==> src/sfs_pkg.sv <==
// Shared types and constants for the sprite frame sequencer.
// No dependencies; imported by sfs_divider, the top level and the testbench.
package sfs_pkg;

  localparam int ROW_TABLE_DEPTH_DEF  = 64;
  localparam int FRAME_INDEX_BITS_DEF = 12;

  // field widths of the stream items
  localparam int FT_W       = 24;
  localparam int SIZE_W     = 13;
  localparam int IDX_W      = 13;
  localparam int ROW_W      = 6;
  localparam int ROWF_W     = 12;
  localparam int UV_W       = 17;
  localparam int IN_TDATA_W = 72;
  localparam int CFG_ADDR_W = 5;

  localparam logic [UV_W-1:0] Q16_ONE = 17'h10000;

  // register reset values
  localparam logic [FT_W-1:0]   FRAME_TIME_RST   = 24'd100000;
  localparam logic [SIZE_W-1:0] FRAME_WIDTH_RST  = 13'd32;
  localparam logic [SIZE_W-1:0] FRAME_HEIGHT_RST = 13'd32;
  localparam logic [SIZE_W-1:0] SHEET_WIDTH_RST  = 13'd256;
  localparam logic [SIZE_W-1:0] SHEET_HEIGHT_RST = 13'd256;

  // serial divider operand widths
  localparam int DIV_NUM_W = 32;
  localparam int DIV_DEN_W = 24;

  typedef enum logic [2:0] {
    REG_FRAME_TIME   = 3'd0,
    REG_FRAME_WIDTH  = 3'd1,
    REG_FRAME_HEIGHT = 3'd2,
    REG_SHEET_WIDTH  = 3'd3,
    REG_SHEET_HEIGHT = 3'd4
  } cfg_reg_e;

  typedef enum logic [1:0] {
    CMD_TICK       = 2'd0,
    CMD_SET_WINDOW = 2'd1,
    CMD_SET_ROW    = 2'd2,
    CMD_LOAD_ROW   = 2'd3
  } cmd_e;

  typedef struct packed {
    logic                 start;
    logic [DIV_NUM_W-1:0] dividend;
    logic [DIV_DEN_W-1:0] divisor;
  } div_req_t;

endpackage

==> src/sfs_ram.sv <==
// Generic single-write, single-read RAM with registered read data.
// No dependencies.
module sfs_ram #(
  parameter int WIDTH = 12,
  parameter int DEPTH = 64,
  parameter int AW    = (DEPTH > 1) ? $clog2(DEPTH) : 1
) (
  input  logic             clk_i,
  input  logic             we_i,
  input  logic [AW-1:0]    waddr_i,
  input  logic [WIDTH-1:0] wdata_i,
  input  logic [AW-1:0]    raddr_i,
  output logic [WIDTH-1:0] rdata_o
);

  logic [WIDTH-1:0] mem_q [DEPTH];

  always_ff @(posedge clk_i) begin
    if (we_i) begin
      mem_q[waddr_i] <= wdata_i;
    end
    rdata_o <= mem_q[raddr_i];
  end

endmodule

==> src/sfs_divider.sv <==
// Restoring divider, one quotient bit per cycle.
// Depends on sfs_pkg (operand widths, request struct).
module sfs_divider import sfs_pkg::*; (
  input  logic                 clk_i,
  input  logic                 rst_ni,
  input  div_req_t             req_i,
  output logic [DIV_NUM_W-1:0] quotient_o,
  output logic [DIV_DEN_W-1:0] remainder_o,
  output logic                 done_o
);

  localparam int CNT_W = $clog2(DIV_NUM_W);

  logic                 busy_q, done_q;
  logic [CNT_W-1:0]     cnt_q;
  logic [DIV_NUM_W-1:0] quo_q;
  logic [DIV_DEN_W-1:0] rem_q, den_q;
  logic [DIV_DEN_W:0]   trial, diff;
  logic                 ge;

  // shift next dividend bit into the partial remainder, try subtract
  assign trial = {rem_q, quo_q[DIV_NUM_W-1]};
  assign ge    = trial >= {1'b0, den_q};
  assign diff  = trial - {1'b0, den_q};

  always_ff @(posedge clk_i or negedge rst_ni) begin
    if (!rst_ni) begin
      busy_q <= 1'b0;
      done_q <= 1'b0;
      cnt_q  <= '0;
    end else begin
      done_q <= 1'b0;
      if (req_i.start) begin
        busy_q <= 1'b1;
        cnt_q  <= '0;
      end else if (busy_q) begin
        cnt_q <= cnt_q + 1'b1;
        if (cnt_q == CNT_W'(DIV_NUM_W - 1)) begin
          busy_q <= 1'b0;
          done_q <= 1'b1;
        end
      end
    end
  end

  always_ff @(posedge clk_i) begin
    if (req_i.start) begin
      quo_q <= req_i.dividend;
      rem_q <= '0;
      den_q <= req_i.divisor;
    end else if (busy_q) begin
      quo_q <= {quo_q[DIV_NUM_W-2:0], ge};
      rem_q <= ge ? diff[DIV_DEN_W-1:0] : trial[DIV_DEN_W-1:0];
    end
  end

  assign quotient_o  = quo_q;
  assign remainder_o = rem_q;
  assign done_o      = done_q;

endmodule

==> src/sprite_frame_sequencer.sv <==
// Sprite-sheet animation sequencer: top level with register port and control sequencer.
// Depends on sfs_pkg, sfs_divider and sfs_ram.
//
// Takes one request at a time on the slave stream and returns one result per request:
// the absolute frame on show and its UV rectangle in Q1.16 (65536 is 1.0), plus a flag
// for a set-row request that named a row outside the sheet. Commands (tuser): tick
// advances time, set window picks a frame range, set row picks a row range through the
// row frame-count table, load writes that table. All divisions (sheet columns and rows,
// time to frames, frame wrap, frame to column/row, four UV fractions) run one after
// another on a single bit-serial divider. A tick with no saturated UV edge is the
// longest request, at about 9 divisions. The result waits in an output register, so
// the next request is taken as soon as the sequencer is back in idle. The user must
// write configuration through the APB port only while no request is in flight; the
// block itself does not enforce this. The row table is a RAM with no reset; reading
// a row that was never loaded gives an undefined count.
module sprite_frame_sequencer import sfs_pkg::*; #(
  parameter int ROW_TABLE_DEPTH  = ROW_TABLE_DEPTH_DEF,
  parameter int FRAME_INDEX_BITS = FRAME_INDEX_BITS_DEF,
  parameter int OUT_W = ((FRAME_INDEX_BITS + 4 * UV_W + 7) / 8) * 8
) (
  input  logic                  clk_i,
  input  logic                  rst_ni,
  // request stream
  input  logic                  s_axis_tvalid_i,
  output logic                  s_axis_tready_o,
  // tdata: elapsed[23:0], start_index[36:24], span[49:37], row_number[55:50],
  //        row_frames[67:56], zero fill
  input  logic [IN_TDATA_W-1:0] s_axis_tdata_i,
  // tuser: command[1:0]
  input  logic [1:0]            s_axis_tuser_i,
  // result stream
  output logic                  m_axis_tvalid_o,
  input  logic                  m_axis_tready_i,
  // tdata: frame_index[11:0], u_left[28:12], v_top[45:29], u_right[62:46],
  //        v_bottom[79:63]
  output logic [OUT_W-1:0]      m_axis_tdata_o,
  // tuser: row_rejected
  output logic                  m_axis_tuser_o,
  // register port
  input  logic                  psel,
  input  logic                  penable,
  input  logic                  pwrite,
  input  logic [CFG_ADDR_W-1:0] paddr,
  input  logic [31:0]           pwdata,
  output logic [31:0]           prdata,
  output logic                  pready
);

  localparam int FIB = FRAME_INDEX_BITS;
  localparam int TW  = FIB + 1;                  // frame count up to 2^FIB
  localparam int AW  = (ROW_TABLE_DEPTH > 1) ? $clog2(ROW_TABLE_DEPTH) : 1;
  localparam int UW  = $clog2(ROW_TABLE_DEPTH + 1);
  localparam int TXW = FIB + 1 + SIZE_W;         // texel coordinate
  localparam int SW  = 24;                       // signed window arithmetic

  typedef enum logic [14:0] {
    S_IDLE  = 15'b000000000000001,
    S_WAIT  = 15'b000000000000010,
    S_COLS  = 15'b000000000000100,
    S_ROWS  = 15'b000000000001000,
    S_TOTAL = 15'b000000000010000,
    S_DISP  = 15'b000000000100000,
    S_TICK1 = 15'b000000001000000,
    S_TICK2 = 15'b000000010000000,
    S_ROWRD = 15'b000000100000000,
    S_ROWAP = 15'b000001000000000,
    S_ABS   = 15'b000010000000000,
    S_UV    = 15'b000100000000000,
    S_QS    = 15'b001000000000000,
    S_QD    = 15'b010000000000000,
    S_DONE  = 15'b100000000000000
  } state_e;

  // ---------------- configuration registers ----------------
  logic [FT_W-1:0]   ft_q;
  logic [SIZE_W-1:0] fw_q, fh_q, sw_q, sh_q;
  logic              cfg_wr;

  assign pready = 1'b1;
  assign cfg_wr = psel & penable & pwrite;

  always_ff @(posedge clk_i or negedge rst_ni) begin
    if (!rst_ni) begin
      ft_q <= FRAME_TIME_RST;
      fw_q <= FRAME_WIDTH_RST;
      fh_q <= FRAME_HEIGHT_RST;
      sw_q <= SHEET_WIDTH_RST;
      sh_q <= SHEET_HEIGHT_RST;
    end else if (cfg_wr) begin
      unique case (cfg_reg_e'(paddr[4:2]))
        REG_FRAME_TIME:   ft_q <= pwdata[FT_W-1:0];
        REG_FRAME_WIDTH:  fw_q <= pwdata[SIZE_W-1:0];
        REG_FRAME_HEIGHT: fh_q <= pwdata[SIZE_W-1:0];
        REG_SHEET_WIDTH:  sw_q <= pwdata[SIZE_W-1:0];
        REG_SHEET_HEIGHT: sh_q <= pwdata[SIZE_W-1:0];
        default: ;
      endcase
    end
  end

  always_comb begin
    unique case (cfg_reg_e'(paddr[4:2]))
      REG_FRAME_TIME:   prdata = 32'(ft_q);
      REG_FRAME_WIDTH:  prdata = 32'(fw_q);
      REG_FRAME_HEIGHT: prdata = 32'(fh_q);
      REG_SHEET_WIDTH:  prdata = 32'(sw_q);
      REG_SHEET_HEIGHT: prdata = 32'(sh_q);
      default:          prdata = '0;
    endcase
  end

  // zero registers count as one
  logic [FT_W-1:0]   ft1;
  logic [SIZE_W-1:0] fw1, fh1, sw1, sh1;
  assign ft1 = (ft_q == '0) ? FT_W'(1) : ft_q;
  assign fw1 = (fw_q == '0) ? SIZE_W'(1) : fw_q;
  assign fh1 = (fh_q == '0) ? SIZE_W'(1) : fh_q;
  assign sw1 = (sw_q == '0) ? SIZE_W'(1) : sw_q;
  assign sh1 = (sh_q == '0) ? SIZE_W'(1) : sh_q;

  // ---------------- state ----------------
  state_e                  state_q, state_d, ret_q, ret_d;
  cmd_e                    cmd_q;
  logic [FT_W-1:0]         elapsed_q;
  logic signed [IDX_W-1:0] start_q, span_q;
  logic [ROW_W-1:0]        row_q;
  logic [ROWF_W-1:0]       rowf_q;

  logic [SIZE_W-1:0]     cols_q, cols_d, rows_q, rows_d;
  logic [2*SIZE_W-1:0]   traw_q, traw_d;
  logic [TW-1:0]         total_q, total_d;
  logic [FT_W-1:0]       tacc_q, tacc_d;
  logic [FIB-1:0]        local_q, local_d, wf_q, wf_d, abs_q, abs_d;
  logic [TW-1:0]         wl_q, wl_d;
  logic [UW-1:0]         used_q, used_d;
  logic                  rej_q, rej_d;
  logic signed [SW-1:0]  rs_start_q, rs_start_d, rs_span_q, rs_span_d;
  logic [TXW-1:0]        tx_q [4];
  logic [TXW-1:0]        tx_d [4];
  logic [UV_W-1:0]       uv_q [4];
  logic [UV_W-1:0]       uv_d [4];
  logic [1:0]            k_q, k_d;
  logic                  out_valid_q, out_valid_d, out_rej_q, out_rej_d;
  logic [OUT_W-1:0]      out_data_q, out_data_d;

  logic                  accept;
  assign s_axis_tready_o = (state_q == S_IDLE);
  assign accept          = s_axis_tvalid_i & s_axis_tready_o;

  // ---------------- divider and row table ----------------
  div_req_t              div_req;
  logic [DIV_NUM_W-1:0]  div_quo;
  logic [DIV_DEN_W-1:0]  div_rem;
  logic                  div_done;

  sfs_divider u_div (
    .clk_i      (clk_i),
    .rst_ni     (rst_ni),
    .req_i      (div_req),
    .quotient_o (div_quo),
    .remainder_o(div_rem),
    .done_o     (div_done)
  );

  logic [7:0]        row8;
  logic              ram_we;
  logic [ROWF_W-1:0] ram_rdata;
  assign row8 = 8'(row_q);

  sfs_ram #(
    .WIDTH(ROWF_W),
    .DEPTH(ROW_TABLE_DEPTH),
    .AW   (AW)
  ) u_row_table (
    .clk_i  (clk_i),
    .we_i   (ram_we),
    .waddr_i(row8[AW-1:0]),
    .wdata_i(rowf_q),
    .raddr_i(row8[AW-1:0]),
    .rdata_o(ram_rdata)
  );

  // ---------------- window clamp ----------------
  logic signed [SW-1:0] aw_in_start, aw_in_count, aw_st, aw_cn, tot_s;
  logic [FIB-1:0]       aw_first;
  logic [TW-1:0]        aw_len;

  always_comb begin
    tot_s       = $signed(SW'(total_q));
    aw_in_start = (state_q == S_ROWAP) ? rs_start_q
                                       : $signed({{(SW-IDX_W){start_q[IDX_W-1]}}, start_q});
    aw_in_count = (state_q == S_ROWAP) ? rs_span_q
                                       : $signed({{(SW-IDX_W){span_q[IDX_W-1]}}, span_q});
    aw_st = aw_in_start;
    if (aw_st < 0) aw_st = '0;
    if (aw_st >= tot_s) aw_st = tot_s - 1;
    aw_cn = aw_in_count;
    if (aw_cn <= 0) aw_cn = SW'(1);
    if (aw_st + aw_cn > tot_s) aw_cn = tot_s - aw_st;
    aw_first = aw_st[FIB-1:0];
    aw_len   = aw_cn[TW-1:0];
  end

  // ---------------- set-row clamp ----------------
  logic                 use_tab;
  logic signed [SW-1:0] avail, r_st, r_sp, maxc;
  logic [ROW_W+SIZE_W-1:0] rprod;

  always_comb begin
    use_tab = 9'(row_q) < 9'(used_q);
    avail   = use_tab ? $signed(SW'(ram_rdata)) : $signed(SW'(cols_q));
    r_st    = $signed({{(SW-IDX_W){start_q[IDX_W-1]}}, start_q});
    if (r_st >= avail) r_st = avail - 1;
    maxc = avail - r_st;
    r_sp = $signed({{(SW-IDX_W){span_q[IDX_W-1]}}, span_q});
    if (r_sp < 0 || r_sp > maxc) r_sp = maxc;
    rprod = (ROW_W+SIZE_W)'(row_q) * (ROW_W+SIZE_W)'(cols_q);
  end

  // ---------------- sequencer ----------------
  logic [FT_W:0]     acc;
  logic [TW-1:0]     efflen;
  logic [FIB-1:0]    col, rw;
  logic [SIZE_W-1:0] size_k;
  logic              sat_k;

  assign acc    = (FT_W+1)'(tacc_q) + (FT_W+1)'(elapsed_q);
  assign efflen = (wl_q != '0) ? wl_q : total_q;
  assign col    = div_rem[FIB-1:0];
  assign rw     = div_quo[FIB-1:0];
  assign size_k = k_q[0] ? sh1 : sw1;
  assign sat_k  = tx_q[k_q] >= TXW'(size_k);

  always_comb begin
    state_d     = state_q;
    ret_d       = ret_q;
    cols_d      = cols_q;
    rows_d      = rows_q;
    traw_d      = traw_q;
    total_d     = total_q;
    tacc_d      = tacc_q;
    local_d     = local_q;
    wf_d        = wf_q;
    wl_d        = wl_q;
    used_d      = used_q;
    rej_d       = rej_q;
    rs_start_d  = rs_start_q;
    rs_span_d   = rs_span_q;
    abs_d       = abs_q;
    tx_d        = tx_q;
    uv_d        = uv_q;
    k_d         = k_q;
    out_valid_d = out_valid_q;
    out_rej_d   = out_rej_q;
    out_data_d  = out_data_q;
    ram_we      = 1'b0;
    div_req     = '0;

    if (out_valid_q && m_axis_tready_i) out_valid_d = 1'b0;

    unique case (state_q)
      S_IDLE: begin
        if (accept) begin
          rej_d            = 1'b0;
          div_req.start    = 1'b1;
          div_req.dividend = DIV_NUM_W'(sw1);
          div_req.divisor  = DIV_DEN_W'(fw1);
          ret_d            = S_COLS;
          state_d          = S_WAIT;
        end
      end
      S_WAIT: begin
        if (div_done) state_d = ret_q;
      end
      S_COLS: begin
        cols_d           = (div_quo == '0) ? SIZE_W'(1) : div_quo[SIZE_W-1:0];
        div_req.start    = 1'b1;
        div_req.dividend = DIV_NUM_W'(sh1);
        div_req.divisor  = DIV_DEN_W'(fh1);
        ret_d            = S_ROWS;
        state_d          = S_WAIT;
      end
      S_ROWS: begin
        rows_d  = (div_quo == '0) ? SIZE_W'(1) : div_quo[SIZE_W-1:0];
        traw_d  = (2*SIZE_W)'(cols_q) * (2*SIZE_W)'(rows_d);
        state_d = S_TOTAL;
      end
      S_TOTAL: begin
        // cap at 2^FIB frames
        total_d = (traw_q > (2*SIZE_W)'(1 << FIB)) ? TW'(1 << FIB) : traw_q[TW-1:0];
        state_d = S_DISP;
      end
      S_DISP: begin
        unique case (cmd_q)
          CMD_TICK: begin
            div_req.start    = 1'b1;
            div_req.dividend = DIV_NUM_W'(acc);
            div_req.divisor  = DIV_DEN_W'(ft1);
            ret_d            = S_TICK1;
            state_d          = S_WAIT;
          end
          CMD_SET_WINDOW: begin
            wf_d    = aw_first;
            wl_d    = aw_len;
            local_d = '0;
            state_d = S_ABS;
          end
          CMD_SET_ROW: begin
            if (SIZE_W'(row_q) >= rows_q) begin
              rej_d   = 1'b1;
              state_d = S_ABS;
            end else begin
              state_d = S_ROWRD;   // table read data arrives next cycle
            end
          end
          CMD_LOAD_ROW: begin
            if (9'(row_q) < 9'(ROW_TABLE_DEPTH)) begin
              ram_we = 1'b1;
              if (9'(row_q) + 9'd1 > 9'(used_q)) used_d = UW'(9'(row_q) + 9'd1);
            end
            state_d = S_ABS;
          end
          default: state_d = S_ABS;
        endcase
      end
      S_TICK1: begin
        tacc_d           = div_rem[FT_W-1:0];
        div_req.start    = 1'b1;
        div_req.dividend = div_quo + DIV_NUM_W'(local_q);
        div_req.divisor  = DIV_DEN_W'(efflen);
        ret_d            = S_TICK2;
        state_d          = S_WAIT;
      end
      S_TICK2: begin
        local_d = div_rem[FIB-1:0];
        state_d = S_ABS;
      end
      S_ROWRD: begin
        rs_start_d = $signed(SW'(rprod)) + r_st;
        rs_span_d  = r_sp;
        state_d    = S_ROWAP;
      end
      S_ROWAP: begin
        wf_d    = aw_first;
        wl_d    = aw_len;
        local_d = '0;
        state_d = S_ABS;
      end
      S_ABS: begin
        abs_d            = wf_q + local_q;
        div_req.start    = 1'b1;
        div_req.dividend = DIV_NUM_W'(abs_d);
        div_req.divisor  = DIV_DEN_W'(cols_q);
        ret_d            = S_UV;
        state_d          = S_WAIT;
      end
      S_UV: begin
        tx_d[0] = TXW'(col) * TXW'(fw1);
        tx_d[1] = TXW'(rw) * TXW'(fh1);
        tx_d[2] = (TXW'(col) + TXW'(1)) * TXW'(fw1);
        tx_d[3] = (TXW'(rw) + TXW'(1)) * TXW'(fh1);
        k_d     = '0;
        state_d = S_QS;
      end
      S_QS: begin
        if (sat_k) begin
          // edge at or past the sheet border
          uv_d[k_q] = Q16_ONE;
          k_d       = k_q + 2'd1;
          state_d   = (k_q == 2'd3) ? S_DONE : S_QS;
        end else begin
          div_req.start    = 1'b1;
          div_req.dividend = DIV_NUM_W'({tx_q[k_q][SIZE_W-1:0], 16'b0});
          div_req.divisor  = DIV_DEN_W'(size_k);
          ret_d            = S_QD;
          state_d          = S_WAIT;
        end
      end
      S_QD: begin
        uv_d[k_q] = div_quo[UV_W-1:0];
        k_d       = k_q + 2'd1;
        state_d   = (k_q == 2'd3) ? S_DONE : S_QS;
      end
      S_DONE: begin
        if (!out_valid_q || m_axis_tready_i) begin
          out_valid_d = 1'b1;
          out_rej_d   = rej_q;
          out_data_d  = OUT_W'({uv_q[3], uv_q[2], uv_q[1], uv_q[0], abs_q});
          state_d     = S_IDLE;
        end
      end
      default: state_d = S_IDLE;
    endcase
  end

  always_ff @(posedge clk_i or negedge rst_ni) begin
    if (!rst_ni) begin
      state_q     <= S_IDLE;
      ret_q       <= S_IDLE;
      tacc_q      <= '0;
      local_q     <= '0;
      wf_q        <= '0;
      wl_q        <= '0;
      used_q      <= '0;
      out_valid_q <= 1'b0;
    end else begin
      state_q     <= state_d;
      ret_q       <= ret_d;
      tacc_q      <= tacc_d;
      local_q     <= local_d;
      wf_q        <= wf_d;
      wl_q        <= wl_d;
      used_q      <= used_d;
      out_valid_q <= out_valid_d;
    end
  end

  always_ff @(posedge clk_i) begin
    if (accept) begin
      cmd_q     <= cmd_e'(s_axis_tuser_i);
      elapsed_q <= s_axis_tdata_i[23:0];
      start_q   <= $signed(s_axis_tdata_i[36:24]);
      span_q    <= $signed(s_axis_tdata_i[49:37]);
      row_q     <= s_axis_tdata_i[55:50];
      rowf_q    <= s_axis_tdata_i[67:56];
    end
    cols_q     <= cols_d;
    rows_q     <= rows_d;
    traw_q     <= traw_d;
    total_q    <= total_d;
    rej_q      <= rej_d;
    rs_start_q <= rs_start_d;
    rs_span_q  <= rs_span_d;
    abs_q      <= abs_d;
    tx_q       <= tx_d;
    uv_q       <= uv_d;
    k_q        <= k_d;
    out_rej_q  <= out_rej_d;
    out_data_q <= out_data_d;
  end

  assign m_axis_tvalid_o = out_valid_q;
  assign m_axis_tdata_o  = out_data_q;
  assign m_axis_tuser_o  = out_rej_q;

  // ---------------- checks ----------------
  a_accept_leaves_idle: assert property (@(posedge clk_i) disable iff (!rst_ni)
    accept |=> state_q != S_IDLE)
    else $error("sequencer stayed idle after a request");

  a_div_done_in_wait: assert property (@(posedge clk_i) disable iff (!rst_ni)
    div_done |-> state_q == S_WAIT)
    else $error("divider finished outside wait state");

  a_div_start_not_busy: assert property (@(posedge clk_i) disable iff (!rst_ni)
    div_req.start |=> state_q == S_WAIT)
    else $error("divider started without waiting for it");

  a_used_bound: assert property (@(posedge clk_i) disable iff (!rst_ni)
    32'(used_q) <= ROW_TABLE_DEPTH)
    else $error("row table fill count past depth");

endmodule

==> config.mk <==
export PLATFORM = sky130hd
export DESIGN_NAME = sprite_frame_sequencer
export DESIGN_NICKNAME = d
export VERILOG_FILES = /design/src/sfs_pkg.sv /design/src/sfs_ram.sv /design/src/sfs_divider.sv /design/src/sprite_frame_sequencer.sv
export SDC_FILE = /design/constraint.sdc
export NUM_CORES = 2
export LEC_CHECK = 0
export ABC_AREA = 1
export BUFFER_PORTS_ARGS = -buffer_cell sky130_fd_sc_hd__buf_2
export CAP_MARGIN = 20
export CORE_MARGIN = 2
export CORE_UTILIZATION = 37
export CTS_CLUSTER_SIZE = 28
export DETAILED_ROUTE_END_ITERATION = 8
export PLACE_DENSITY = 0.53
export SYNTH_ARGS = -nofsm -noshare
export SYNTH_HDL_FRONTEND = slang
export SYNTH_SLANG_ARGS = --single-unit
==> constraint.sdc <==
create_clock -name clk_i -period 24.3 [get_ports clk_i]
set_clock_uncertainty 0.15 [all_clocks]
set_input_delay 2.43 -clock clk_i [delete_from_list [all_inputs] [get_ports clk_i]]
set_output_delay 2.43 -clock clk_i [all_outputs]
set_load 0.01 [all_outputs]
==> results.md <==
* Max-slew headroom at 25.0%
* Clk slew on worst S/H paths at 0.07 ns
* Initial Utilization at 37.2%
* First-pass GRT wire length at 447 mm
* Register bit total from synthesis at 1,483
* Maximum vdd drop at 166 uV
* Number of CTS-inserted buffers at 166
* Final worst slack at 14.86 ns
* FMAX at 0.106 GHz
* Vias per inst at 5.24
* Setup CP Type: reg -> reg
* Residual DRC at 0
* Post-CTS Setup Bufs at 0
* Setup violations, final at 0
* Routed len/inst at 22.3 um
* Mapped cell area at 0.0953 mm^2
* H-tree lvl count at 4
* Pwr/cell area at 138 mW/mm^2
* Layout cell share with drive strength beyond 1 at 8.10%
* Total grt overflow at 0
* Post-Layout Cell Count at 13,300
* Die area at 0.262 mm^2
* FFs w/ async S/R, synth at 11.7%
* Final Max Slew Viols at 0
* GRT Total Usage at 22.5%
* Seq/Total Area, Yosys at 45.4%
* Placer Congestion at 0.951
* Dpl cell area at 0.101 mm^2
* First-pass DRT Iterations at 6
* Wirelength, routed at 297 mm
* Post-DRT Antenna Nets at 0
* Root Buffer: clkbuf_16
* Post-CTS sizing at 0
* Tightest Pin Transition at 1.12 ns
* Critical Path End Type: flip-flop
* Max clock buf depth at 3
* Syn avg cell area at 9.96 um^2
* Critical path's largest stage delay at 0.81 ns
* Core Area at 0.256 mm^2
* Crit path max fanout at 24
* # placed instances at 13,000
* Detailed placement HPWL at 213 mm
* CP startpoint kind: flip-flop
* Design Area, Final at 0.106 mm^2
* WP data required at 24.72 ns
* Yosys top cell by area: edfxtp_1
* Synth top area cells: edfxtp_1 40%, fa_1 13%, nand2_1 8.2%, ha_1 7.9%, inv_1 5.9%
* First-iteration detailed-routing DRC count at 5,590
* Vias in the first global route at 71,300
* Num rows at 186
* Slowest cell on the critical path: nor3_1
* CTS sink count at 1,483
* Top-area cell type share of the netlist area at 40.1%
* Yosys cell types at 77
* Setup TNS at 0 ns
* Clk Latency, worst-skew pair at 0.86 ns
* Die width at 512 um
* Synth Instances at 9,570
* CTS tree: built
* Synth Flop Type: edfxtp_1
* Leak Pwr at 46.6 nW
* Top Ports at 234
* Post-synth EDFFs at 1,273
* Endpoints failing hold at 0
* Nets at 11,100
* Total of max-cap violations at 0
* DR vias at 69,700
* Arrival @ worst endpoint at 9.86 ns
* Initial antenna violation count at 13
* Pre-CTS WS at 14.88 ns
* Layout Area Growth over Synthesis at 11.6%
* FF-to-FF setup slack at 14.86 ns
* Yosys warnings at 0
* Final core utilization at 41.5%
* Hold WC Path Type: reg -> reg
* Period utilization at 38.8%
* CTS Hold Bufs at 0
* IO buf count at 210
* Minimum clock period at 9.44 ns
* RSZ-0062 raised after global routing: no
* Largest net degree at the start of global routing at 98
* Outcome: finished, final reports clean
* Die Span Y at 512 um
per-stage QoR:
step / hold WS (ns) / power [mW]
floorplan: 0.250 / 9.55
global placement: 0.257 / 12.1
detailed placement: 0.255 / 12.2
CTS: 0.261 / 14.8
global route: 0.271 / 16.0
finish: 0.257 / 14.7
path summary, 6_finish.rpt:
check                                                   from                          end  depth (start not counted)
max                        u_div.remainder_o[0]$_SDFFE_PP0P_           tx_q[51]$_DFFE_PP_                         29
min                                       abs_q[5]$_DFFE_PN_  m_axis_tdata_o[5]$_DFFE_PP_                          0
max reg2reg                u_div.remainder_o[0]$_SDFFE_PP0P_           tx_q[51]$_DFFE_PP_                         29
min reg2reg                               abs_q[5]$_DFFE_PN_  m_axis_tdata_o[5]$_DFFE_PP_                          0
max in group asynchronous                             rst_ni        used_q[6]$_DFFE_PN0P_                          2
min in group asynchronous                             rst_ni         ft_q[17]$_DFFE_PN0P_                          1
registers in the layout (all words and copies together), names as in the netlist, 26 cells and up:
signal,count
m_axis_tdata_o,80
traw_q,26
tx_q,102
u_div.quotient_o,32
u_row_table.mem_q,768
uv_q,68
kinds of logic after synthesis:
logic type / after synthesis / share of synthesized area (%)
other: 2 / 0.00788
XOR/XNOR: 231 / 2.12
buffers and inverters: 1924 / 7.67
adder cells (fa/ha/maj): 1237 / 21.2
flip-flops: 1483 / 45.4
AND/OR/NAND/NOR: 3254 / 14.1
AO/OA/AOI/OAI: 1436 / 9.37
multiplexers: 3 / 0.0328
cells in the final DEF (no fill, tap or decap), types with 14 or more instances in the layout:
| master | count |
|---|---|
| clkinv_2 | 27 |
| a221oi_1 | 111 |
| nor2_2 | 15 |
| clkinv_1 | 50 |
| nand4_1 | 155 |
| xor2_1 | 147 |
| nor4_1 | 43 |
| dfrtp_1 | 162 |
| clkbuf_16 | 170 |
| o22ai_1 | 33 |
| o211ai_1 | 16 |
| ha_1 | 603 |
| clkbuf_1 | 42 |
| nor3_1 | 74 |
| a22oi_1 | 147 |
| nor2_1 | 579 |
| nand2_2 | 21 |
| buf_4 | 200 |
| a22o_1 | 96 |
| dfxtp_1 | 36 |
| xnor2_1 | 84 |
| nand2_1 | 2091 |
| o21ai_0 | 390 |
| fa_1 | 634 |
| edfxtp_1 | 1273 |
| inv_1 | 1495 |
| a21boi_0 | 16 |
| a31oi_1 | 27 |
| o21bai_1 | 17 |
| o221ai_1 | 21 |
| nand3_1 | 186 |
| buf_2 | 210 |
| o21ai_1 | 14 |
| a21oi_1 | 462 |
| inv_2 | 16 |
| or2_2 | 24 |
cell type report:
type | count | area (um^2)
Antenna cell | 5 | 12.5
Sequential cell | 1483 | 43300
Multi-Input combinational cell | 6170 | 44900
Timing Repair Buffer | 418 | 2710
Clock buffer | 217 | 4480
Clock inverter | 90 | 1030
Tap cell | 3384 | 4230
Inverter | 1539 | 5780
Fill cell | 24900 | 150000
synthesized netlist by cell type (36+ instances only):
| library cell | instances |
|---|---|
| nand2_1 | 2093 |
| inv_1 | 1495 |
| edfxtp_1 | 1273 |
| fa_1 | 634 |
| ha_1 | 603 |
| nor2_1 | 585 |
| a21oi_1 | 462 |
| o21ai_0 | 390 |
| clkbuf_1 | 308 |
| nand3_1 | 186 |
| dfrtp_1 | 162 |
| nand4_1 | 155 |
| a22oi_1 | 147 |
| xor2_1 | 147 |
| a221oi_1 | 111 |
| a22o_1 | 96 |
| xnor2_1 | 84 |
| nor3_1 | 83 |
| buf_1 | 51 |
| nor4_1 | 47 |
| dfxtp_1 | 36 |
layer usage:
metal	part of all wire [%]	vias up	track usage (%)
met3	5.4	499	2.68
met1	41	34800	28.6
met2	49	2141	38.6
li1	-	32200	-
met4	4.7	4	9.92
met5	0.011	-	0
worst max-delay path: cells and delay by family, from the launching register on:
kind	cells	cell delay, ns
adder cells (fa/ha/maj)	6	2.66
AO/OA/AOI/OAI	8	2.19
buffers and inverters	8	1.84
XOR/XNOR	1	0.11
flip-flops	1	0.38
AND/OR/NAND/NOR	6	1.79
power breakdown:
group / internal [mW] / leakage [nW] / switching [mW]
clock network: 1.44 / 2.65 / 1.09
logic: 3.04 / 29.8 / 5.66
registers: 3.34 / 14.1 / 0.132
total: 7.81 / 46.6 / 6.88
Power figures use the tool's default switching activity.
